<file path="config.mk">
export PLATFORM = sky130hd
export DESIGN_NAME = bcd_rtc_epoch_clock_unit
export DESIGN_NICKNAME = d
export VERILOG_FILES = /design/src/rtl/brec_pkg.sv /design/src/rtl/brec_alu.sv /design/src/rtl/bcd_rtc_epoch_clock_unit.sv
export SDC_FILE = /design/constraint.sdc
export NUM_CORES = 2
export LEC_CHECK = 0
export BUFFER_PORTS_ARGS = -buffer_cell sky130_fd_sc_hd__clkbuf_2
export CAP_MARGIN = 0
export CORE_UTILIZATION = 62
export CTS_CLUSTER_SIZE = 20
export DETAILED_ROUTE_END_ITERATION = 12
export HOLD_SLACK_MARGIN = 0.05
export PLACE_DENSITY = 0.8
export SLEW_MARGIN = 20
export SYNTH_ARGS = -nofsm -noshare
export SYNTH_HDL_FRONTEND = slang
export SYNTH_HIERARCHICAL = 1
export SYNTH_SLANG_ARGS = --single-unit
</file>
<file path="constraint.sdc">
create_clock -name clk -period 11.7 [get_ports clk]
set_clock_uncertainty 0.15 [all_clocks]
set_input_delay 1.17 -clock clk [delete_from_list [all_inputs] [get_ports clk]]
set_output_delay 1.17 -clock clk [all_outputs]
set_load 0.02 [all_outputs]
</file>
<file path="src/rtl/brec_pkg.sv">
// ----------------------------------------------------------------------------
// brec_pkg: shared types and constants for the BCD RTC epoch clock
// Beat structs, command codes, state and ALU op enums, calendar helpers.
// ----------------------------------------------------------------------------
package brec_pkg;

  localparam int unsigned TPS_W     = 16;
  localparam int unsigned REM_W     = 6;

  localparam logic [31:0] DAYS_TO_2000  = 32'd10957;
  localparam logic [31:0] DAYS_PER_YEAR = 32'd365;
  localparam logic [5:0]  SEC_PER_MIN   = 6'd60;
  localparam logic [5:0]  MIN_PER_HOUR  = 6'd60;
  localparam logic [5:0]  HOUR_PER_DAY  = 6'd24;

  // floor(x / 60) = (x * RECIP_60) >> 37, floor(x / 24) = (x * RECIP_24) >> 36
  localparam logic [31:0] RECIP_60 = 32'h8888_8889;
  localparam logic [31:0] RECIP_24 = 32'hAAAA_AAAB;

  localparam logic [1:0] CMD_LOAD = 2'd0;
  localparam logic [1:0] CMD_TICK = 2'd1;
  localparam logic [1:0] CMD_READ = 2'd2;

  localparam logic [1:0] PASS_HOUR = 2'd0;
  localparam logic [1:0] PASS_MIN  = 2'd1;
  localparam logic [1:0] PASS_SEC  = 2'd2;

  typedef struct packed {
    logic [1:0] cmd;
    logic [7:0] bcd_second;
    logic [7:0] bcd_minute;
    logic [7:0] bcd_hour;
    logic [7:0] bcd_day;
    logic [7:0] bcd_month;
    logic [7:0] bcd_year;
  } brec_in_t;

  typedef struct packed {
    logic [31:0] epoch_seconds;
    logic [4:0]  hour_of_day;
    logic [5:0]  minute_of_hour;
    logic [5:0]  second_of_minute;
  } brec_out_t;

  typedef enum logic [2:0] {
    S_IDLE,
    S_MAC,
    S_DIV,
    S_REM,
    S_DONE
  } brec_state_t;

  typedef enum logic [1:0] {
    ALU_MAC,
    ALU_DIV,
    ALU_REM
  } brec_op_t;

  typedef struct packed {
    brec_op_t   op;
    logic [5:0] k;
  } brec_alu_ctrl_t;

  function automatic logic [7:0] bcd_byte_value(input logic [7:0] b);
    return 8'(b[7:4] * 8'd10) + 8'(b[3:0]);
  endfunction

  // days before the first of the month, zero for a month outside 1..12
  function automatic logic [8:0] month_start(input logic [7:0] m);
    logic [8:0] d;
    case (m)
      8'd2:    d = 9'd31;
      8'd3:    d = 9'd59;
      8'd4:    d = 9'd90;
      8'd5:    d = 9'd120;
      8'd6:    d = 9'd151;
      8'd7:    d = 9'd181;
      8'd8:    d = 9'd212;
      8'd9:    d = 9'd243;
      8'd10:   d = 9'd273;
      8'd11:   d = 9'd304;
      8'd12:   d = 9'd334;
      default: d = 9'd0;
    endcase
    return d;
  endfunction

endpackage

</file>
<file path="src/rtl/brec_alu.sv">
// ----------------------------------------------------------------------------
// brec_alu: shared arithmetic unit
// One 32x32 multiplier. MAC: y = a * k + addend (mod 2^32). DIV: quotient
// of a by 24 (k = 24) or 60 (else) via reciprocal. REM: remainder of that DIV.
// ----------------------------------------------------------------------------
module brec_alu
  import brec_pkg::*;
(
  input  brec_alu_ctrl_t   ctrl_i,
  input  logic [31:0]      a_i,
  input  logic [REM_W-1:0] rem_i,
  input  logic [7:0]       addend_i,
  output logic [31:0]      y_o,
  output logic [REM_W-1:0] rem_o
);

  logic        by_day;
  logic [31:0] mul_b;
  logic [63:0] prod;

  assign by_day = (ctrl_i.k == HOUR_PER_DAY);
  assign mul_b  = (ctrl_i.op == ALU_MAC) ? {26'd0, ctrl_i.k}
                                         : (by_day ? RECIP_24 : RECIP_60);
  assign prod   = {32'd0, a_i} * {32'd0, mul_b};

  always_comb begin
    unique case (ctrl_i.op)
      ALU_MAC: begin
        y_o   = prod[31:0] + {24'd0, addend_i};
        rem_o = rem_i;
      end
      ALU_DIV: begin
        // low dividend bits ride along for the remainder step
        y_o   = by_day ? {4'd0, prod[63:36]} : {5'd0, prod[63:37]};
        rem_o = a_i[REM_W-1:0];
      end
      ALU_REM: begin
        // remainder is below 64, so the low bits of a - q*k are enough
        y_o   = a_i;
        rem_o = REM_W'(rem_i - REM_W'(a_i[REM_W-1:0] * ctrl_i.k));
      end
      default: begin
        y_o   = a_i;
        rem_o = rem_i;
      end
    endcase
  end

endmodule

</file>
<file path="src/rtl/bcd_rtc_epoch_clock_unit.sv">
// ----------------------------------------------------------------------------
// bcd_rtc_epoch_clock_unit: 32-bit epoch seconds counter with BCD load
// Keeps seconds since 1970 and splits them into hour, minute and second.
// ----------------------------------------------------------------------------
// Usage:
//   in_*   : one beat per command. LOAD converts the BCD date/time (years
//            2000..2099) into epoch seconds; TICK advances the tick divider
//            and bumps the count once per ticks_per_second ticks; READ (and
//            the spare code) leaves state alone.
//   out_*  : one beat per command: count after the command plus time of day.
//   cfg_*  : ticks_per_second write, always ready; write only while idle.
// Sequence: after accept, LOAD runs the hour, minute and second MAC steps
//   on the shared multiplier, then every command splits the count with
//   three reciprocal divisions (by 60, 60, 24), each a quotient step (S_DIV)
//   then a remainder step (S_REM), and S_DONE loads the output register.
//   in_ready returns with the presented beat, so a new command is taken
//   only after the previous one has finished.
//   in_ready is high only while idle; one command in flight at a time.
// Reset: count, tick phase cleared, ticks_per_second = 100, no beat pending.
// Stall: the finished beat holds in the output register; a new command may
//   be accepted meanwhile, and its result waits until the register frees.
// ----------------------------------------------------------------------------
module bcd_rtc_epoch_clock_unit
  import brec_pkg::*;
(
  input  logic             clk,
  input  logic             rst_n,
  input  logic             in_valid,
  output logic             in_ready,
  input  brec_in_t         in_data,
  output logic             out_valid,
  input  logic             out_ready,
  output brec_out_t        out_data,
  input  logic             cfg_valid,
  output logic             cfg_ready,
  input  logic [TPS_W-1:0] cfg_data
);

  brec_state_t      state_r, state_nxt;
  logic [31:0]      epoch_r, epoch_nxt;
  logic [TPS_W-1:0] phase_r, phase_nxt;
  logic [TPS_W-1:0] tps_r;
  logic [31:0]      work_r, work_nxt;
  logic [REM_W-1:0] rem_r, rem_nxt;
  logic [1:0]       pass_r, pass_nxt;
  logic [7:0]       hour_r, hour_nxt;
  logic [7:0]       min_r, min_nxt;
  logic [7:0]       sec_r, sec_nxt;
  logic [5:0]       sof_r, sof_nxt;
  logic [5:0]       mof_r, mof_nxt;
  logic             out_valid_r, out_valid_nxt;
  brec_out_t        out_data_r, out_data_nxt;

  brec_alu_ctrl_t   alu_ctrl;
  logic [7:0]       alu_add;
  logic [31:0]      alu_y;
  logic [REM_W-1:0] alu_rem;

  logic             in_fire;
  logic [7:0]       yr, mon, day;
  logic [31:0]      load_days;
  logic [TPS_W:0]   phase_inc;

  brec_alu u_alu (
    .ctrl_i   (alu_ctrl),
    .a_i      (work_r),
    .rem_i    (rem_r),
    .addend_i (alu_add),
    .y_o      (alu_y),
    .rem_o    (alu_rem)
  );

  assign in_ready  = (state_r == S_IDLE);
  assign in_fire   = in_valid && in_ready;
  assign cfg_ready = 1'b1;
  assign out_valid = out_valid_r;
  assign out_data  = out_data_r;

  assign yr  = bcd_byte_value(in_data.bcd_year);
  assign mon = bcd_byte_value(in_data.bcd_month);
  assign day = bcd_byte_value(in_data.bcd_day);

  // day count since 1970; a BCD day of zero gives the day before the first
  always_comb begin
    load_days = DAYS_TO_2000 + ({24'd0, yr} * DAYS_PER_YEAR)
              + 32'(({1'b0, yr} + 9'd3) >> 2) + {23'd0, month_start(mon)}
              + {24'd0, day} - 32'd1;
    if ((yr[1:0] == 2'd0) && (mon > 8'd2)) begin
      load_days = load_days + 32'd1;
    end
  end

  assign phase_inc = {1'b0, phase_r} + 17'd1;

  // ALU control: MAC chain hour/min/sec, then divides by 60, 60, 24
  always_comb begin
    alu_ctrl.op = ALU_DIV;
    if (state_r == S_MAC) begin
      alu_ctrl.op = ALU_MAC;
    end else if (state_r == S_REM) begin
      alu_ctrl.op = ALU_REM;
    end
    alu_add     = sec_r;
    case (pass_r)
      PASS_HOUR: alu_add = hour_r;
      PASS_MIN:  alu_add = min_r;
      default:   alu_add = sec_r;
    endcase
    if (state_r == S_MAC) begin
      alu_ctrl.k = (pass_r == PASS_HOUR) ? HOUR_PER_DAY : MIN_PER_HOUR;
    end else begin
      alu_ctrl.k = (pass_r == PASS_SEC) ? HOUR_PER_DAY : SEC_PER_MIN;
    end
  end

  always_comb begin
    state_nxt     = state_r;
    epoch_nxt     = epoch_r;
    phase_nxt     = phase_r;
    work_nxt      = work_r;
    rem_nxt       = rem_r;
    pass_nxt      = pass_r;
    hour_nxt      = hour_r;
    min_nxt       = min_r;
    sec_nxt       = sec_r;
    sof_nxt       = sof_r;
    mof_nxt       = mof_r;
    out_data_nxt  = out_data_r;
    out_valid_nxt = out_valid_r && !out_ready;

    unique case (state_r)
      S_IDLE: begin
        if (in_fire) begin
          rem_nxt  = '0;
          pass_nxt = PASS_HOUR;
          case (in_data.cmd)
            CMD_LOAD: begin
              work_nxt  = load_days;
              hour_nxt  = 8'(in_data.bcd_hour[6:4] * 8'd10) + 8'(in_data.bcd_hour[3:0]);
              min_nxt   = bcd_byte_value(in_data.bcd_minute);
              sec_nxt   = bcd_byte_value(in_data.bcd_second);
              state_nxt = S_MAC;
            end
            CMD_TICK: begin
              // a zero divisor behaves like one: next >= 0 always holds
              if (phase_inc >= {1'b0, tps_r}) begin
                phase_nxt = '0;
                epoch_nxt = epoch_r + 32'd1;
                work_nxt  = epoch_r + 32'd1;
              end else begin
                phase_nxt = phase_inc[TPS_W-1:0];
                work_nxt  = epoch_r;
              end
              state_nxt = S_DIV;
            end
            default: begin
              work_nxt  = epoch_r;
              state_nxt = S_DIV;
            end
          endcase
        end
      end
      S_MAC: begin
        work_nxt = alu_y;
        if (pass_r == PASS_SEC) begin
          epoch_nxt = alu_y;
          pass_nxt  = PASS_HOUR;
          state_nxt = S_DIV;
        end else begin
          pass_nxt = pass_r + 2'd1;
        end
      end
      S_DIV: begin
        work_nxt  = alu_y;
        rem_nxt   = alu_rem;
        state_nxt = S_REM;
      end
      S_REM: begin
        case (pass_r)
          PASS_HOUR: sof_nxt = alu_rem;
          PASS_MIN:  mof_nxt = alu_rem;
          default:   hour_nxt = {2'd0, alu_rem};
        endcase
        if (pass_r == PASS_SEC) begin
          state_nxt = S_DONE;
        end else begin
          pass_nxt  = pass_r + 2'd1;
          state_nxt = S_DIV;
        end
      end
      S_DONE: begin
        if (!out_valid_r || out_ready) begin
          out_valid_nxt                 = 1'b1;
          out_data_nxt.epoch_seconds    = epoch_r;
          out_data_nxt.hour_of_day      = hour_r[4:0];
          out_data_nxt.minute_of_hour   = mof_r;
          out_data_nxt.second_of_minute = sof_r;
          state_nxt                     = S_IDLE;
        end
      end
      default: state_nxt = S_IDLE;
    endcase
  end

  always_ff @(posedge clk) begin
    if (!rst_n) begin
      state_r <= S_IDLE;
    end else begin
      state_r <= state_nxt;
    end
  end

  always_ff @(posedge clk) begin
    if (!rst_n) begin
      epoch_r     <= '0;
      phase_r     <= '0;
      tps_r       <= TPS_W'(100);
      out_valid_r <= 1'b0;
      pass_r      <= PASS_HOUR;
    end else begin
      epoch_r     <= epoch_nxt;
      phase_r     <= phase_nxt;
      out_valid_r <= out_valid_nxt;
      pass_r      <= pass_nxt;
      if (cfg_valid && cfg_ready) begin
        tps_r <= cfg_data;
      end
    end
  end

  always_ff @(posedge clk) begin
    work_r     <= work_nxt;
    rem_r      <= rem_nxt;
    hour_r     <= hour_nxt;
    min_r      <= min_nxt;
    sec_r      <= sec_nxt;
    sof_r      <= sof_nxt;
    mof_r      <= mof_nxt;
    out_data_r <= out_data_nxt;
  end

  a_busy_after_accept: assert property (@(posedge clk) disable iff (!rst_n)
    in_fire |=> !in_ready)
    else $error("input accepted again while a command is in flight");

  a_rem_below_divisor: assert property (@(posedge clk) disable iff (!rst_n)
    (state_r == S_REM) |-> (alu_rem < alu_ctrl.k))
    else $error("remainder not below divisor");

  a_time_fields_range: assert property (@(posedge clk) disable iff (!rst_n)
    out_valid_r |-> (out_data_r.second_of_minute < 6'd60)
                 && (out_data_r.minute_of_hour < 6'd60)
                 && (out_data_r.hour_of_day < 5'd24))
    else $error("time of day field out of range");

  a_epoch_hold_in_div: assert property (@(posedge clk) disable iff (!rst_n)
    (state_r == S_DIV || state_r == S_REM) |=> $stable(epoch_r))
    else $error("epoch count changed during split");

endmodule
</file>
Word-level counts from Yosys, hierarchy flattened
Memory sizes are Yosys's and may differ from the RTL's. Index checks and enable logic that the tools add are counted. W data, S select, Z words.

Bits in registers: 193. ROM bits: 144. Output and inout bits: 52. Memories kept: 1.

Memory list: (no name shown) (depth 16, width 9, rd ports 1, clocked after memory_dff 0, write ports 0, RTL line brec_pkg.sv:71) `case (m)`.

$add $sub $neg: 18. Multiply operators: 9. Magnitude comparators: 2. Equal/unequal tests: 17. Mux-type cells: 40. Reductions and logical operators: 30.

Operators by type and width (count): $pmux W32 S2 (4); $mux W32 (7); $mul A32 B32 Y64 (1); $add A8 B4 Y8 (5); $mul A4 B3 Y7 const B (5); $add A32 B1 Y32 const B (1); $add A32 B8 Y32 (1); $pmux W8 S2 (2); $mux W30 (1); $mux W28 (1); $mux W6 (4); $mux W8 (3); $pmux W6 S2 (2); $add A22 B2 Y23 const B (1); $sub A21 B1 Y22 const B (1); $add A20 B8 Y21 (1); $add A19 B9 Y20 (1); $add A18 B7 Y19 (1); $add A14 B17 Y18 const A (1); $add A16 B1 Y17 const B (1); $ge A17 B16 Y1 (1); $mul A8 B9 Y17 const B (1); $mux W16 (1); $pmux W3 S5 (1); 32 further kinds (68).

Longest topological paths before layout
Depth in word-level cells: 13. Gate-level depth with buffers: 46. Depth with buffers taken out: 42.

Hierarchy
The synthesis kept the hierarchy.

Modules (own cells, without submodules): brec_alu (times used 1, cells each 2802, area an instance 24601.1 um^2, sequential area each 0.0 um^2); bcd_rtc_epoch_clock_unit (times used 1, cells each 1524, area an instance 14346.3 um^2, sequential area each 5094.9 um^2).

Worst setup path after synthesis
Ideal clock, no wire load.

Kind: reg-to-reg. Start: reg state_r[2]. End: reg work_r[15] (data pin). Setup time: 256 ps. Arrival: 9667 ps. Setup slack: 1627 ps. Stages on the path, launching flop included: 40. Path buffers: 6. Period minus slack after synthesis: 10073 ps. Cell sequence: dfxtp_1 clkbuf_1 nor2b_1 nand2b_1 clkbuf_1 clkbuf_1 mux2i_1 nor4_1 nand3_1 clkbuf_1 buf_1 buf_1 nor2_1 ha_1 inv_1 fa_1 fa_1 fa_1 [... 4 more ...] inv_1 fa_1 inv_1 ha_1 and4_1 and3_1 nand3_1 a221oi_1 a21oi_1 o41ai_1 xor2_1 nand2_1 o211ai_1 o21ai_0 o21ai_0 a22oi_1 o21ai_0 a31o_2.

RTL lines: start: declaration (RTL line bcd_rtc_epoch_clock_unit.sv:39) `brec_state_t state_r, state_nxt;`; start signal: assignment (RTL line bcd_rtc_epoch_clock_unit.sv:209) `state_r <= state_nxt;`; end signal: assignment (RTL line bcd_rtc_epoch_clock_unit.sv:232) `work_r <= work_nxt;`; end: declaration (RTL line bcd_rtc_epoch_clock_unit.sv:43) `logic [31:0] work_r, work_nxt;`.

==> flow_summary.ini <==
[clock_tree]
cts_tree = built
cts_inserted_buffers = 17
cts.path.max_buffers = 2
worst_setup_hold_path_clk_slew_ns = 0.07
cts.sink_count = 193
postCtsSetupRepairBufs = 0
clk-insertion-delay-late_ns = 0.45
htree_levels = 4
cts_root_buf = sky130_fd_sc_hd__clkbuf_16

[layout]
post_route_cells_drive_above_1_share = 0.0575
layout_common_cells = sky130_fd_sc_hd__inv_1 (859), sky130_fd_sc_hd__ha_1 (581), sky130_fd_sc_hd__fa_1 (541)
fillers = 5128
finalNetCount = 5582
area_delta_synth_final_pct = 5.62
mostFrequentLayoutCell = sky130_fd_sc_hd__inv_1
finalInstanceArea_um2 = 41100

[status]
result_of_the_run = finished clean

[synth]
synth_async_sr_flop_share = 0
post_synth_num_cell_types = 97
ys_flop_type = sky130_fd_sc_hd__edfxtp_1
synth_area_per_cell_um2 = 9.00
ys_seq_elements = 193
post_synth_instance_area_um2 = 38900
post_synthesis_sequential_area_ratio = 0.131
synth_warnings = 6
number_of_synthesized_flops_with_an_enable_pin = 123
postSynthCellCount = 4326

[min_path]
worstHoldStart = mof_r[4]
hold_path_depth = 0
min-delay-path-class = reg2reg
holdPathEnd = out_data[10]

[routing]
firstDrtPassIters = 6
drc_errors = 0
drt_iter0_markers = 2380
drt.antenna.violating_nets = 0
wl_per_cell_um = 21.2
routed_wirelength_um = 111000
route.detailed.vias_per_inst = 5.97
vias = 31286

[placed_design]
post-place-ws_ns = 0.457
gp_congestion = 1.02
placement.io_buffers = 120
dp_hpwl_um = 92700
placed_cell_area_um2 = 40500

[global_routing]
initial_antenna_violation_count = 2
grt_pass1_vias = 31778
grt_first_pass_wirelength_um = 174000
grt_start_max_net_pins = 65
globalRouteOverflowTotal = 0
groute.usage.overall = 0.356

[timing]
setup_viol = 0
slew_headroom = 0.239
worst_slew_pin_slew_ns = 1.14
layout_worst_path_cycle_share = 0.949
fin_crit_ns = 11.11
worst_slack_ns = 0.592
timing.final.hold_violations = 0
final.setup.tns_ns = 0
max_freq_ghz = 0.0900
rsz0062_at_grt = false
final_max_slew_viol_count = 0

[setup_path]
r2r_slack_ns = 0.59
timing.critical_path.to_type = register
cp_data_arrival_time_ns = 11.16
critical-path-top-delay-family = adder cells
crit_path_max_incr_delay_ns = 0.62
worstPathMaxFanout = 62
critical_path_class = reg2reg
slowest_stage = sky130_fd_sc_hd__fa_1
cp_data_required_time_ns = 11.75
number_of_buffers_and_inverters_on_the_critical_path = 8
crit_path_start_kind = register
reg2reg_to = work_r[15]
ff2ff_path_depth = 36
timing.rr.start = state_r[0]
worst_path_most_repeated_cell = sky130_fd_sc_hd__fa_1

[flow_run]
maxCapViolations = 0

[floorplanning]
core.rowCount = 91
die_w_um = 253
placeableCoreArea_um2 = 61900
die_height_um = 253
start_util = 0.629
die-area_um2 = 63800
design.portCount = 123
## sequential cells by signal, summed over array words and instances, names as in the netlist, 2 cells and up
name / count
epoch_r: 32
tps_r: 16
work_r: 32
state_r: 3
phase_r: 16
sof_r: 6
mof_r: 6
out_data: 49
sec_r: 8
pass_r: 2
hour_r: 8
min_r: 8
rem_r: 6
## cell families (layout without fill, tap and decap cells)
family,Yosys count,count (layout),synth area share
AND/OR/NAND/NOR,1072,1072,0.135
flip-flops,193,193,0.131
multiplexers,35,35,0.00919
adder cells (fa/ha/maj),1124,1124,0.465
XOR/XNOR,196,196,0.0441
other,2,27,0.000193
AO/OA/AOI/OAI,693,693,0.118
buffers and inverters,1011,1062,0.0978
## worst max-delay path by stage
stage                     cells past startpoint        from  slack [ns]           to
final                                        36  state_r[0]        0.59   work_r[15]
after global routing                         38  state_r[0]        0.10  epoch_r[30]
after CTS                                    34  state_r[0]        0.39   work_r[15]
after detailed placement                     34  state_r[0]        0.46   work_r[15]
after global placement                       34  state_r[0]        0.54   work_r[15]
after floorplan                              39  state_r[2]        1.63   work_r[15]
## per-layer routing
metal	wire length (um)	up-vias	global-route usage
met5	0	-	0
met3	10200	290	0.0566
met1	43700	15134	0.469
li1	-	14351	-
met2	51400	1511	0.580
met4	5500	0	0.160
## synthesized netlist by cell type (7+ instances only)
| cell | count | area, um2 |
|---|---|---|
| sky130_fd_sc_hd__nand3b_1 | 14 | 105 |
| sky130_fd_sc_hd__nor2b_1 | 22 | 138 |
| sky130_fd_sc_hd__xor2_1 | 62 | 543 |
| sky130_fd_sc_hd__nor2_1 | 216 | 811 |
| sky130_fd_sc_hd__and2_1 | 101 | 632 |
| sky130_fd_sc_hd__o21ai_0 | 126 | 631 |
| sky130_fd_sc_hd__nand2b_1 | 36 | 225 |
| sky130_fd_sc_hd__mux2i_1 | 29 | 290 |
| sky130_fd_sc_hd__o31a_1 | 7 | 61.3 |
| sky130_fd_sc_hd__o221ai_1 | 10 | 87.6 |
| sky130_fd_sc_hd__xnor2_1 | 134 | 1170 |
| sky130_fd_sc_hd__and3_1 | 87 | 544 |
| sky130_fd_sc_hd__inv_1 | 860 | 3230 |
| sky130_fd_sc_hd__dfxtp_1 | 70 | 1400 |
| sky130_fd_sc_hd__or3_1 | 14 | 87.6 |
| sky130_fd_sc_hd__o21ai_1 | 8 | 40.0 |
| sky130_fd_sc_hd__o31ai_1 | 19 | 143 |
| sky130_fd_sc_hd__nand4_1 | 25 | 156 |
| sky130_fd_sc_hd__o211ai_1 | 20 | 150 |
| sky130_fd_sc_hd__ha_1 | 583 | 7290 |
| sky130_fd_sc_hd__o41ai_1 | 7 | 61.3 |
| sky130_fd_sc_hd__a22oi_1 | 38 | 285 |
| sky130_fd_sc_hd__or4_1 | 7 | 52.6 |
| sky130_fd_sc_hd__o22ai_1 | 24 | 150 |
| sky130_fd_sc_hd__o21a_1 | 24 | 180 |
| sky130_fd_sc_hd__a221o_1 | 8 | 80.1 |
| sky130_fd_sc_hd__a21o_1 | 56 | 420 |
| sky130_fd_sc_hd__fa_1 | 541 | 10800 |
| sky130_fd_sc_hd__a221oi_1 | 11 | 96.3 |
| sky130_fd_sc_hd__clkbuf_1 | 124 | 465 |
| sky130_fd_sc_hd__a21oi_1 | 197 | 986 |
| sky130_fd_sc_hd__nand2_1 | 358 | 1340 |
| sky130_fd_sc_hd__edfxtp_1 | 123 | 3690 |
| sky130_fd_sc_hd__nor4_1 | 22 | 138 |
| sky130_fd_sc_hd__a211oi_1 | 17 | 128 |
| sky130_fd_sc_hd__nand3_1 | 67 | 335 |
| sky130_fd_sc_hd__o21bai_1 | 15 | 113 |
| sky130_fd_sc_hd__buf_2 | 8 | 40.0 |
| sky130_fd_sc_hd__nor3_1 | 63 | 315 |
| sky130_fd_sc_hd__buf_1 | 14 | 52.6 |
| sky130_fd_sc_hd__a31oi_1 | 23 | 144 |
## area by class of cell
type	instances	area (um2)	area share
clock buffer	22	508	0.0123
timing repair buffer	167	966	0.0235
clock inverter	10	82.6	0.00201
sequential	193	5090	0.124
tap	837	1050	0.0255
inverter	863	3240	0.0787
multi-input combinational	3145	30200	0.734
antenna	2	5.00	0.000122
## repair_timing
action                     4_1_cts  5_1_grt
resized for setup                0        5
hold buffers                     0        0
setup endpoints to repair        0       18
## stage by stage
| step | utilization | std cells | hold slack [ns] |
|---|---|---|---|
| finish | 0.664 | 5239 | 0.267 |
| global route | 0.664 | 5237 | 0.267 |
| CTS | 0.664 | 5237 | 0.266 |
| detailed placement | 0.654 | 5205 | 0.255 |
| global placement | 0.654 | 5205 | 0.252 |
| floorplan | - | 4349 | 0.250 |
Power is left out: the tool's default activity adds up to more than one toggle a clock period on the data nets, which glitch-free logic cannot reach.
